[src/hw/rtl/vsrp_pkg.sv]
`timescale 1ns / 1ps
`default_nettype none
package vsrp_pkg;

   localparam logic [7:0] Sync1Byte  = 8'hAA;
   localparam logic [7:0] Sync2Byte  = 8'h55;
   localparam logic [7:0] MinPayload = 8'd5;
   localparam logic [7:0] MaxPayload = 8'd32;
   localparam logic [7:0] CrcPoly    = 8'hD5;
   localparam int unsigned FieldCount = 5;
   localparam int unsigned QueueDepth = 2;

   localparam logic [1:0] StatusGood   = 2'd0;
   localparam logic [1:0] StatusCrcErr = 2'd1;
   localparam logic [1:0] StatusLenErr = 2'd2;

   typedef struct packed {
      logic [1:0]  status;
      logic [7:0]  command_code;
      logic [7:0]  channel_value;
      logic [7:0]  power_value;
      logic [7:0]  mode_value;
      logic [15:0] frequency_value;
   } result_type;

   typedef struct packed {
      logic       valid;
      result_type data;
   } push_type;

   function automatic logic [7:0] crc8_update(input logic [7:0] crc, input logic [7:0] data);
      logic [7:0] c;
      c = crc ^ data;
      for (int k = 0; k < 8; k++) begin
         c = c[7] ? ((c << 1) ^ CrcPoly) : (c << 1);
      end
      return c;
   endfunction

endpackage
`default_nettype wire

[src/hw/rtl/vsrp_if.sv]
`timescale 1ns / 1ps
`default_nettype none
interface vsrp_req_if;
   logic       valid;
   logic       ready;
   logic [7:0] rx_byte;

   modport source (output valid, output rx_byte, input ready);
   modport sink (input valid, input rx_byte, output ready);
endinterface

interface vsrp_rsp_if;
   logic        valid;
   logic        ready;
   logic [1:0]  status;
   logic [7:0]  command_code;
   logic [7:0]  channel_value;
   logic [7:0]  power_value;
   logic [7:0]  mode_value;
   logic [15:0] frequency_value;

   modport source (output valid, output status, output command_code, output channel_value,
                   output power_value, output mode_value, output frequency_value,
                   input ready);
   modport sink (input valid, input status, input command_code, input channel_value,
                 input power_value, input mode_value, input frequency_value,
                 output ready);
endinterface
`default_nettype wire

[src/hw/rtl/vsrp_front.sv]
`timescale 1ns / 1ps
`default_nettype none
module vsrp_front #(
   parameter logic [7:0] MAX_PAYLOAD = vsrp_pkg::MaxPayload
) (
   input  wire logic       clock,
   input  wire logic       reset,
   vsrp_req_if.sink        req_bus,
   input  wire logic       push_ready,
   output vsrp_pkg::push_type push
);
   import vsrp_pkg::*;

   localparam logic [2:0] PhSync1 = 3'd0;
   localparam logic [2:0] PhSync2 = 3'd1;
   localparam logic [2:0] PhLen   = 3'd2;
   localparam logic [2:0] PhCmd   = 3'd3;
   localparam logic [2:0] PhPay   = 3'd4;
   localparam logic [2:0] PhCrc   = 3'd5;

   localparam int unsigned FieldIdxWidth = $clog2(FieldCount);

   logic [2:0] phase_ff, phase_in;
   logic [7:0] length_ff, length_in;
   logic [7:0] command_ff, command_in;
   logic [7:0] count_ff, count_in;
   logic [7:0] crc_ff, crc_in;
   logic [7:0] fields_ff [FieldCount];
   logic [7:0] fields_in [FieldCount];
   logic       accept;
   logic [7:0] b;

   assign req_bus.ready = push_ready;
   assign accept        = req_bus.valid && push_ready;
   assign b             = req_bus.rx_byte;

   always_comb begin
      phase_in   = phase_ff;
      length_in  = length_ff;
      command_in = command_ff;
      count_in   = count_ff;
      crc_in     = crc_ff;
      fields_in  = fields_ff;
      push       = '0;
      if (accept) begin
         unique case (phase_ff)
            PhSync2: begin
               if (b == Sync2Byte) begin
                  phase_in = PhLen;
               end else if (b == Sync1Byte) begin
                  phase_in = PhSync2;
               end else begin
                  phase_in = PhSync1;
               end
            end
            PhLen: begin
               if (b < MinPayload || b > MAX_PAYLOAD) begin
                  phase_in         = PhSync1;
                  push.valid       = 1'b1;
                  push.data.status = StatusLenErr;
               end else begin
                  length_in = b;
                  count_in  = '0;
                  crc_in    = crc8_update(8'd0, b);
                  phase_in  = PhCmd;
               end
            end
            PhCmd: begin
               command_in = b;
               crc_in     = crc8_update(crc_ff, b);
               phase_in   = PhPay;
            end
            PhPay: begin
               if (count_ff < 8'(FieldCount)) begin
                  fields_in[count_ff[FieldIdxWidth-1:0]] = b;
               end
               crc_in   = crc8_update(crc_ff, b);
               count_in = count_ff + 8'd1;
               if (count_in >= length_ff) begin
                  phase_in = PhCrc;
               end
            end
            PhCrc: begin
               phase_in                  = PhSync1;
               push.valid                = 1'b1;
               push.data.status          = (b == crc_ff) ? StatusGood : StatusCrcErr;
               push.data.command_code    = command_ff;
               push.data.channel_value   = fields_ff[0];
               push.data.power_value     = fields_ff[1];
               push.data.mode_value      = fields_ff[2];
               push.data.frequency_value = {fields_ff[3], fields_ff[4]};
            end
            default: begin
               phase_in = (b == Sync1Byte) ? PhSync2 : PhSync1;
            end
         endcase
      end
   end

   always_ff @(posedge clock) begin
      if (reset) begin
         phase_ff   <= PhSync1;
         length_ff  <= '0;
         command_ff <= '0;
         count_ff   <= '0;
         crc_ff     <= '0;
      end else begin
         phase_ff   <= phase_in;
         length_ff  <= length_in;
         command_ff <= command_in;
         count_ff   <= count_in;
         crc_ff     <= crc_in;
      end
   end

   always_ff @(posedge clock) begin
      fields_ff <= fields_in;
   end

endmodule
`default_nettype wire

[src/hw/rtl/vsrp_queue.sv]
`timescale 1ns / 1ps
`default_nettype none
module vsrp_queue #(
   parameter int unsigned QUEUE_DEPTH = vsrp_pkg::QueueDepth
) (
   input  wire logic                 clock,
   input  wire logic                 reset,
   input  wire vsrp_pkg::push_type   push,
   output logic                      push_ready,
   output logic                      pop_valid,
   input  wire logic                 pop_ready,
   output vsrp_pkg::result_type      pop_data
);
   import vsrp_pkg::*;

   localparam int unsigned PtrWidth   = (QUEUE_DEPTH > 1) ? $clog2(QUEUE_DEPTH) : 1;
   localparam int unsigned CountWidth = $clog2(QUEUE_DEPTH + 1);
   localparam logic [PtrWidth-1:0]   LastPtr = PtrWidth'(QUEUE_DEPTH - 1);
   localparam logic [CountWidth-1:0] FullCount = CountWidth'(QUEUE_DEPTH);

   result_type              data_ff [QUEUE_DEPTH];
   logic [PtrWidth-1:0]     wr_ptr_ff, wr_ptr_in;
   logic [PtrWidth-1:0]     rd_ptr_ff, rd_ptr_in;
   logic [CountWidth-1:0]   count_ff, count_in;
   logic                    do_push, do_pop;

   assign push_ready = (count_ff != FullCount);
   assign pop_valid  = (count_ff != '0);
   assign pop_data   = data_ff[rd_ptr_ff];
   assign do_push    = push.valid && push_ready;
   assign do_pop     = pop_valid && pop_ready;

   always_comb begin
      wr_ptr_in = wr_ptr_ff;
      rd_ptr_in = rd_ptr_ff;
      count_in  = count_ff;
      if (do_push) begin
         wr_ptr_in = (wr_ptr_ff == LastPtr) ? '0 : wr_ptr_ff + 1'b1;
      end
      if (do_pop) begin
         rd_ptr_in = (rd_ptr_ff == LastPtr) ? '0 : rd_ptr_ff + 1'b1;
      end
      if (do_push && !do_pop) begin
         count_in = count_ff + 1'b1;
      end else if (do_pop && !do_push) begin
         count_in = count_ff - 1'b1;
      end
   end

   always_ff @(posedge clock) begin
      if (reset) begin
         wr_ptr_ff <= '0;
         rd_ptr_ff <= '0;
         count_ff  <= '0;
      end else begin
         wr_ptr_ff <= wr_ptr_in;
         rd_ptr_ff <= rd_ptr_in;
         count_ff  <= count_in;
      end
   end

   always_ff @(posedge clock) begin
      if (do_push) begin
         data_ff[wr_ptr_ff] <= push.data;
      end
   end

endmodule
`default_nettype wire

[src/hw/rtl/vsrp_back.sv]
`timescale 1ns / 1ps
`default_nettype none
module vsrp_back (
   input  wire logic            clock,
   input  wire logic            reset,
   input  wire logic            pop_valid,
   output logic                 pop_ready,
   input  wire vsrp_pkg::result_type pop_data,
   vsrp_rsp_if.source           rsp_bus
);
   import vsrp_pkg::*;

   logic       valid_ff, valid_in;
   result_type rsp_ff;

   assign pop_ready = !valid_ff || rsp_bus.ready;
   assign valid_in  = pop_valid || (valid_ff && !rsp_bus.ready);

   always_ff @(posedge clock) begin
      if (reset) begin
         valid_ff <= 1'b0;
      end else begin
         valid_ff <= valid_in;
      end
   end

   always_ff @(posedge clock) begin
      if (pop_valid && pop_ready) begin
         rsp_ff <= pop_data;
      end
   end

   assign rsp_bus.valid           = valid_ff;
   assign rsp_bus.status          = rsp_ff.status;
   assign rsp_bus.command_code    = rsp_ff.command_code;
   assign rsp_bus.channel_value   = rsp_ff.channel_value;
   assign rsp_bus.power_value     = rsp_ff.power_value;
   assign rsp_bus.mode_value      = rsp_ff.mode_value;
   assign rsp_bus.frequency_value = rsp_ff.frequency_value;

endmodule
`default_nettype wire

[src/hw/rtl/vtx_settings_response_parser_core.sv]
// Settings response parser: takes received UART bytes on req_bus, one item per
// byte, and returns one item on rsp_bus for each frame it closes.
// Frame: 0xAA 0x55, length, command, payload (length bytes), CRC-8/DVB-S2 over
// length, command and payload. Length must be 5..MAX_PAYLOAD (32 by default);
// otherwise a status 2 item with zero fields goes out right after the length
// byte. Status 0 is a good frame, 1 a CRC mismatch; fields carry command and
// payload bytes 0..4. After every frame the parser hunts for sync again.
// Throughput: one byte per cycle while the queue has room; the per-byte CRC update and phase step
// finish in the cycle the byte is taken.
// Path: the result is pushed in the cycle the closing byte is accepted, then
// registered in the queue and again in the output register before it is valid
// on rsp_bus (front parser -> QUEUE_DEPTH-entry queue, 2 by default -> output register).
// Reset (synchronous, active high) returns the parser to the sync hunt and
// empties the queue and output register.
// When rsp_bus stalls, results pile up in the queue; req_bus.ready drops only
// once the queue is full, so a stalled receiver back-pressures the byte stream.
`timescale 1ns / 1ps
`default_nettype none
module vtx_settings_response_parser_core #(
   parameter logic [7:0]  MAX_PAYLOAD = vsrp_pkg::MaxPayload,
   parameter int unsigned QUEUE_DEPTH = vsrp_pkg::QueueDepth
) (
   input  wire logic  clock,
   input  wire logic  reset,
   vsrp_req_if.sink   req_bus,
   vsrp_rsp_if.source rsp_bus
);
   import vsrp_pkg::*;

   push_type   push;
   logic       push_ready;
   logic       pop_valid;
   logic       pop_ready;
   result_type pop_data;

   vsrp_front #(
      .MAX_PAYLOAD (MAX_PAYLOAD)
   ) u_front (
      .clock      (clock),
      .reset      (reset),
      .req_bus    (req_bus),
      .push_ready (push_ready),
      .push       (push)
   );

   vsrp_queue #(
      .QUEUE_DEPTH (QUEUE_DEPTH)
   ) u_queue (
      .clock      (clock),
      .reset      (reset),
      .push       (push),
      .push_ready (push_ready),
      .pop_valid  (pop_valid),
      .pop_ready  (pop_ready),
      .pop_data   (pop_data)
   );

   vsrp_back u_back (
      .clock     (clock),
      .reset     (reset),
      .pop_valid (pop_valid),
      .pop_ready (pop_ready),
      .pop_data  (pop_data),
      .rsp_bus   (rsp_bus)
   );

`ifndef NO_ASSERTIONS
   a_push_has_room: assert property (@(posedge clock) disable iff (reset)
      push.valid |-> push_ready)
      else $error("result pushed into full queue");

   a_full_means_stalled: assert property (@(posedge clock) disable iff (reset)
      !push_ready |-> rsp_bus.valid)
      else $error("queue full while output register empty");

   a_len_err_zero: assert property (@(posedge clock) disable iff (reset)
      (rsp_bus.valid && rsp_bus.status == StatusLenErr) |->
      (rsp_bus.command_code == 8'd0 && rsp_bus.channel_value == 8'd0 &&
       rsp_bus.power_value == 8'd0 && rsp_bus.mode_value == 8'd0 &&
       rsp_bus.frequency_value == 16'd0))
      else $error("length error item carries nonzero fields");

   a_status_code: assert property (@(posedge clock) disable iff (reset)
      push.valid |-> (push.data.status == StatusGood || push.data.status == StatusCrcErr ||
                      push.data.status == StatusLenErr))
      else $error("bad status code pushed");
`endif

endmodule
`default_nettype wire

[src/flat_wrapper.sv]
// flat-port wrapper written by rule: the top's interface ports become plain ports
module vtx_settings_response_parser_core_flat import vsrp_pkg::*;
#(
   parameter logic [7:0]  MAX_PAYLOAD = vsrp_pkg::MaxPayload,
   parameter int unsigned QUEUE_DEPTH = vsrp_pkg::QueueDepth
)
  (clock, reset, req_bus_valid, req_bus_rx_byte, req_bus_ready, rsp_bus_valid, rsp_bus_status, rsp_bus_command_code, rsp_bus_channel_value, rsp_bus_power_value, rsp_bus_mode_value, rsp_bus_frequency_value, rsp_bus_ready);
  vsrp_req_if req_bus_i ();
  vsrp_rsp_if rsp_bus_i ();
  input  wire logic clock;
  input  wire logic reset;
  input wire logic [$bits(req_bus_i.valid)-1:0] req_bus_valid;
  input wire logic [$bits(req_bus_i.rx_byte)-1:0] req_bus_rx_byte;
  output wire logic [$bits(req_bus_i.ready)-1:0] req_bus_ready;
  output wire logic [$bits(rsp_bus_i.valid)-1:0] rsp_bus_valid;
  output wire logic [$bits(rsp_bus_i.status)-1:0] rsp_bus_status;
  output wire logic [$bits(rsp_bus_i.command_code)-1:0] rsp_bus_command_code;
  output wire logic [$bits(rsp_bus_i.channel_value)-1:0] rsp_bus_channel_value;
  output wire logic [$bits(rsp_bus_i.power_value)-1:0] rsp_bus_power_value;
  output wire logic [$bits(rsp_bus_i.mode_value)-1:0] rsp_bus_mode_value;
  output wire logic [$bits(rsp_bus_i.frequency_value)-1:0] rsp_bus_frequency_value;
  input wire logic [$bits(rsp_bus_i.ready)-1:0] rsp_bus_ready;
  assign req_bus_i.valid = req_bus_valid;
  assign req_bus_i.rx_byte = req_bus_rx_byte;
  assign req_bus_ready = req_bus_i.ready;
  assign rsp_bus_valid = rsp_bus_i.valid;
  assign rsp_bus_status = rsp_bus_i.status;
  assign rsp_bus_command_code = rsp_bus_i.command_code;
  assign rsp_bus_channel_value = rsp_bus_i.channel_value;
  assign rsp_bus_power_value = rsp_bus_i.power_value;
  assign rsp_bus_mode_value = rsp_bus_i.mode_value;
  assign rsp_bus_frequency_value = rsp_bus_i.frequency_value;
  assign rsp_bus_i.ready = rsp_bus_ready;
  vtx_settings_response_parser_core #(.MAX_PAYLOAD(MAX_PAYLOAD), .QUEUE_DEPTH(QUEUE_DEPTH)) u_core (.clock(clock), .reset(reset), .req_bus(req_bus_i), .rsp_bus(rsp_bus_i));
endmodule
[config.mk]
export PLATFORM = sky130hd
export DESIGN_NAME = vtx_settings_response_parser_core_flat
export DESIGN_NICKNAME = d
export VERILOG_FILES = /design/src/hw/rtl/vsrp_pkg.sv /design/src/hw/rtl/vsrp_if.sv /design/src/hw/rtl/vsrp_front.sv /design/src/hw/rtl/vsrp_queue.sv /design/src/hw/rtl/vsrp_back.sv /design/src/hw/rtl/vtx_settings_response_parser_core.sv /design/src/flat_wrapper.sv
export SDC_FILE = /design/constraint.sdc
export NUM_CORES = 1
export LEC_CHECK = 0
export ABC_AREA = 1
export BUFFER_PORTS_ARGS = -buffer_cell sky130_fd_sc_hd__clkbuf_2
export CORE_MARGIN = 2
export CORE_UTILIZATION = 46
export CTS_CLUSTER_DIAMETER = 40
export DETAILED_ROUTE_END_ITERATION = 10
export PLACE_DENSITY = 0.63
export SLEW_MARGIN = 20
export SYNTH_ARGS = -nofsm -noshare
export SYNTH_HDL_FRONTEND = slang
export SYNTH_SLANG_ARGS = --single-unit
[constraint.sdc]
create_clock -name clock -period 9 [get_ports clock]
set_clock_uncertainty 0.2 [all_clocks]
set_input_delay 0.45 -clock clock [delete_from_list [all_inputs] [get_ports clock]]
set_output_delay 0.45 -clock clock [all_outputs]
set_load 0.03 [all_outputs]
==> results.py <==
metrics = {
    "setup_path": {
        "worst-r2r-setup-slack_ns": 5.62,
        "worst_ep_arrival_time_ns": 3.64,
        "worstSetupPathType": "register to register",
        "critical_path.slowest_cell": "o21ai_0",
        "critical_path_peak_fanout": 6,
        "crit_path_end_kind": "register",
        "crit_chain": "inv_1, nor3_1, nand3_1, nor3_1, xor2_1, ha_1, nand2_1, nor2_1, a211oi_1, nand3_1, o21ai_0, o21ai_0, a21oi_1",
        "crit_path_max_incr_delay_ns": 0.49,
        "launching_element_type_of_the_critical_path": "register",
        "crit_path_required_time_ns": 9.26,
    },
    "logic_synthesis": {
        "ys_top_cells_by_count": "nand2_1 (331), edfxtp_1 (190), nor2_1 (67), inv_1 (56), dfxtp_1 (40)",
        "avgSynthCellArea_um2": 10.5,
        "yosysTopAreaCellShare_pct": 58.1,
        "synthesis.yosys.warnings": 0,
        "netlist_top_cells_area": "edfxtp_1 (58%), nand2_1 (13%), dfxtp_1 (8.2%)",
        "postSynthNetCount": 961,
        "synth_most_common_cell": "nand2_1",
        "yosys.area.top_type": "edfxtp_1",
        "netlist_area_mm2": 0.00982,
        "asyncSetResetFlopFracSynth_pct": 0,
        "ys_ff_latch": 230,
        "synth_enable_flop_cells": 190,
        "synth.distinct_cells": 41,
        "synth_flop_type": "edfxtp_1",
        "postSynthCellCount": 933,
        "share_of_the_yosys_chip_area_belonging_to_registers_pct": 66.2,
    },
    "route": {
        "drtPass1Iterations": 5,
        "routedWlPerCell_um": 15.1,
        "drcViolationCount": 0,
        "via_count": 6496,
        "route.final.wire_length_um": 19600,
        "drt-initial-drc-count": 370,
        "avgViaCountPerCell": 5.01,
        "antenna_left": 0,
    },
    "floorplanning": {
        "row_count": 53,
        "dieArea_mm2": 0.0225,
        "initial_util_pct": 46.7,
        "die_width_um": 150,
        "io_pins": 64,
        "core_area_mm2": 0.0210,
        "die_height_um": 150,
    },
    "job": {
        "drv.max_cap_violation_count": 0,
    },
    "power": {
        "cellLeakagePower_nw": 4.57,
        "report.power.total_mw": 3.33,
        "worst_ir_drop_vdd_v": 0.000203,
        "pwr_density_cell_mw_per_mm2": 294,
    },
    "sta": {
        "fin_tns_setup_ns": 0,
        "final_critical_path_setup_slack_ns": 5.62,
        "slew_worst_pin_ns": 1.05,
        "min_period_ns": 3.38,
        "min_period_over_period_pct": 37.6,
        "setup_viol": 0,
        "slew_headroom_pct": 29.7,
        "grt_setup_unrepaired": "no",
        "achievable-frequency_ghz": 0.296,
        "hold_viol": 0,
        "final-max-slew-violation-count": 0,
    },
    "finish": {
        "drive_above_1_share_pct": 17.4,
        "fillCellCount": 1821,
        "final_nets": 1028,
        "areaGrowthSynthToFinish_pct": 15.4,
        "antenna-diode-count": 0,
    },
    "clock_network": {
        "clkSinkCount": 230,
        "cts_tree": "done",
        "clk_transition_reported_paths_ns": 0.06,
        "clock_tree.buffer_depth": 3,
        "inserted_clock_buffers": 29,
        "clkLatencyLatePin_ns": 0.53,
        "cts-root-buf": "clkbuf_16",
        "cts_max_level": 1,
        "number_of_cells_upsized_or_downsized_after_cts": 0,
        "post-cts-setup-buffer-count": 0,
        "cts-hold-fix-buffers": 0,
    },
    "grt": {
        "grt_start_max_net_pins": 54,
        "globalRoute.totalOverflow": 0,
        "number_of_global_route_vias_before_repair": 6273,
        "grt_pass1_wl_um": 31600,
        "grt_use_total_pct": 17.7,
        "grt_antenna_before_repair": 0,
    },
    "placement": {
        "hpwlAfterDp_um": 12700,
        "dp_slack_ns": 5.66,
        "portBuffers": 63,
        "place.gp.congestion": 0.856,
    },
    "hold_path": {
        "hold_path_class": "primary input to register",
    },
    "outcome": {
        "status": "finished clean",
    },
}
[path summary, 6_finish.rpt]
| check | startpoint | to | cells after the start |
|---|---|---|---|
| min reg2reg | u_core.u_front.count_ff[5] | u_core.u_front.count_ff[5] | 2 |
| max | u_core.u_front.count_ff[1] | u_core.u_front.phase_ff[1] | 13 |
| max reg2reg | u_core.u_front.count_ff[1] | u_core.u_front.phase_ff[1] | 13 |
| min | rsp_bus_ready | u_core.u_back.rsp_bus.valid | 4 |
[cells by family (layout without fill, tap and decap cells)]
logic type / count (synthesis) / in the layout / share of synthesized area (%)
buf+inv: 100 / 188 / 4.27
xor+xnor: 21 / 21 / 1.95
fa+ha+maj: 16 / 16 / 2.04
compound gates: 86 / 86 / 4.78
flops: 230 / 230 / 66.2
simple gates: 480 / 480 / 20.7
[layout by cell type, fill, tap and decap left out, drive strengths merged, types with 2 or more instances in the layout]
| cell | synthesis | final |
|---|---|---|
| a31oi | 2 | 2 |
| o211ai | 4 | 4 |
| nor2 | 71 | 71 |
| nor3 | 8 | 8 |
| a21oi | 40 | 40 |
| nor4 | 3 | 3 |
| edfxtp | 190 | 190 |
| buf | 11 | 5 |
| inv | 66 | 74 |
| clkinvlp | 0 | 4 |
| xnor2 | 5 | 5 |
| o21a | 2 | 2 |
| xor2 | 16 | 16 |
| o21ai | 35 | 35 |
| clkinv | 2 | 8 |
| clkbuf | 21 | 96 |
| ha | 16 | 16 |
| nand3 | 34 | 34 |
| nand2 | 358 | 358 |
| dfxtp | 40 | 40 |
| nand4 | 4 | 4 |
[cell type report]
class | instances | area (um^2) | share of cell area [%]
inverters | 68 | 262 | 2.31
repair buffers | 68 | 353 | 3.11
multi-input cells | 603 | 2950 | 26.0
flip-flops and latches | 230 | 6510 | 57.4
well taps | 275 | 344 | 3.04
clock buffers | 33 | 751 | 6.62
clock inverters | 19 | 171 | 1.51
[flip-flops by register name (all words and copies together), names as in the netlist]
| register | cells |
|---|---|
| u_core.u_front.length_ff | 8 |
| u_core.u_back.rsp_bus.command_code | 8 |
| u_core.u_back.rsp_bus.channel_value | 8 |
| u_core.u_queue.rd_ptr_ff | 1 |
| u_core.u_queue.count_ff | 2 |
| u_core.u_back.rsp_bus.power_value | 8 |
| u_core.u_front.fields_ff | 40 |
| u_core.u_back.rsp_bus.status | 2 |
| u_core.u_front.count_ff | 8 |
| u_core.u_back.rsp_bus.frequency_value | 16 |
| u_core.u_front.crc_ff | 8 |
| u_core.u_queue.wr_ptr_ff | 1 |
| u_core.u_back.rsp_bus.mode_value | 8 |
| u_core.u_front.command_ff | 8 |
| u_core.u_queue.data_ff | 100 |
| u_core.u_back.rsp_bus.valid | 1 |
| u_core.u_front.phase_ff | 3 |
[metrics by stage]
stage          utilization [%]  hold slack (ns)  cell area [um^2]  std cells
2_1_floorplan                -            0.265              9820        933
3_3_place_gp              49.4            0.280             10400       1244
3_5_place_dp              49.5            0.291             10400       1244
4_1_cts                   53.9           0.0235             11300       1296
5_1_grt                   53.9           0.0476             11300       1296
6_report                  53.9           0.0338             11300       1296
[worst max-delay path, delay by kind of cell, from the launching register on]
kind	cells	cell delay, ns
buf+inv	1	0.16
compound gates	4	1.06
fa+ha+maj	1	0.28
simple gates	6	0.92
flops	1	0.47
xor+xnor	1	0.23
[report_power, final]
group / switching (mW) / leakage, nW / internal [mW]
clock: 0.448 / 0.444 / 0.639
sequential: 0.0426 / 2.13 / 1.36
combinational: 0.647 / 2.00 / 0.199
[layer usage]
| layer | wire length (um) | GRT usage [%] |
|---|---|---|
| met4 | 369 | 5.38 |
| met3 | 788 | 2.45 |
| met2 | 9820 | 31.1 |
| met1 | 8660 | 22.8 |
| met5 | 0 | 0 |
Note: power is estimated with default switching activity, not from simulation.
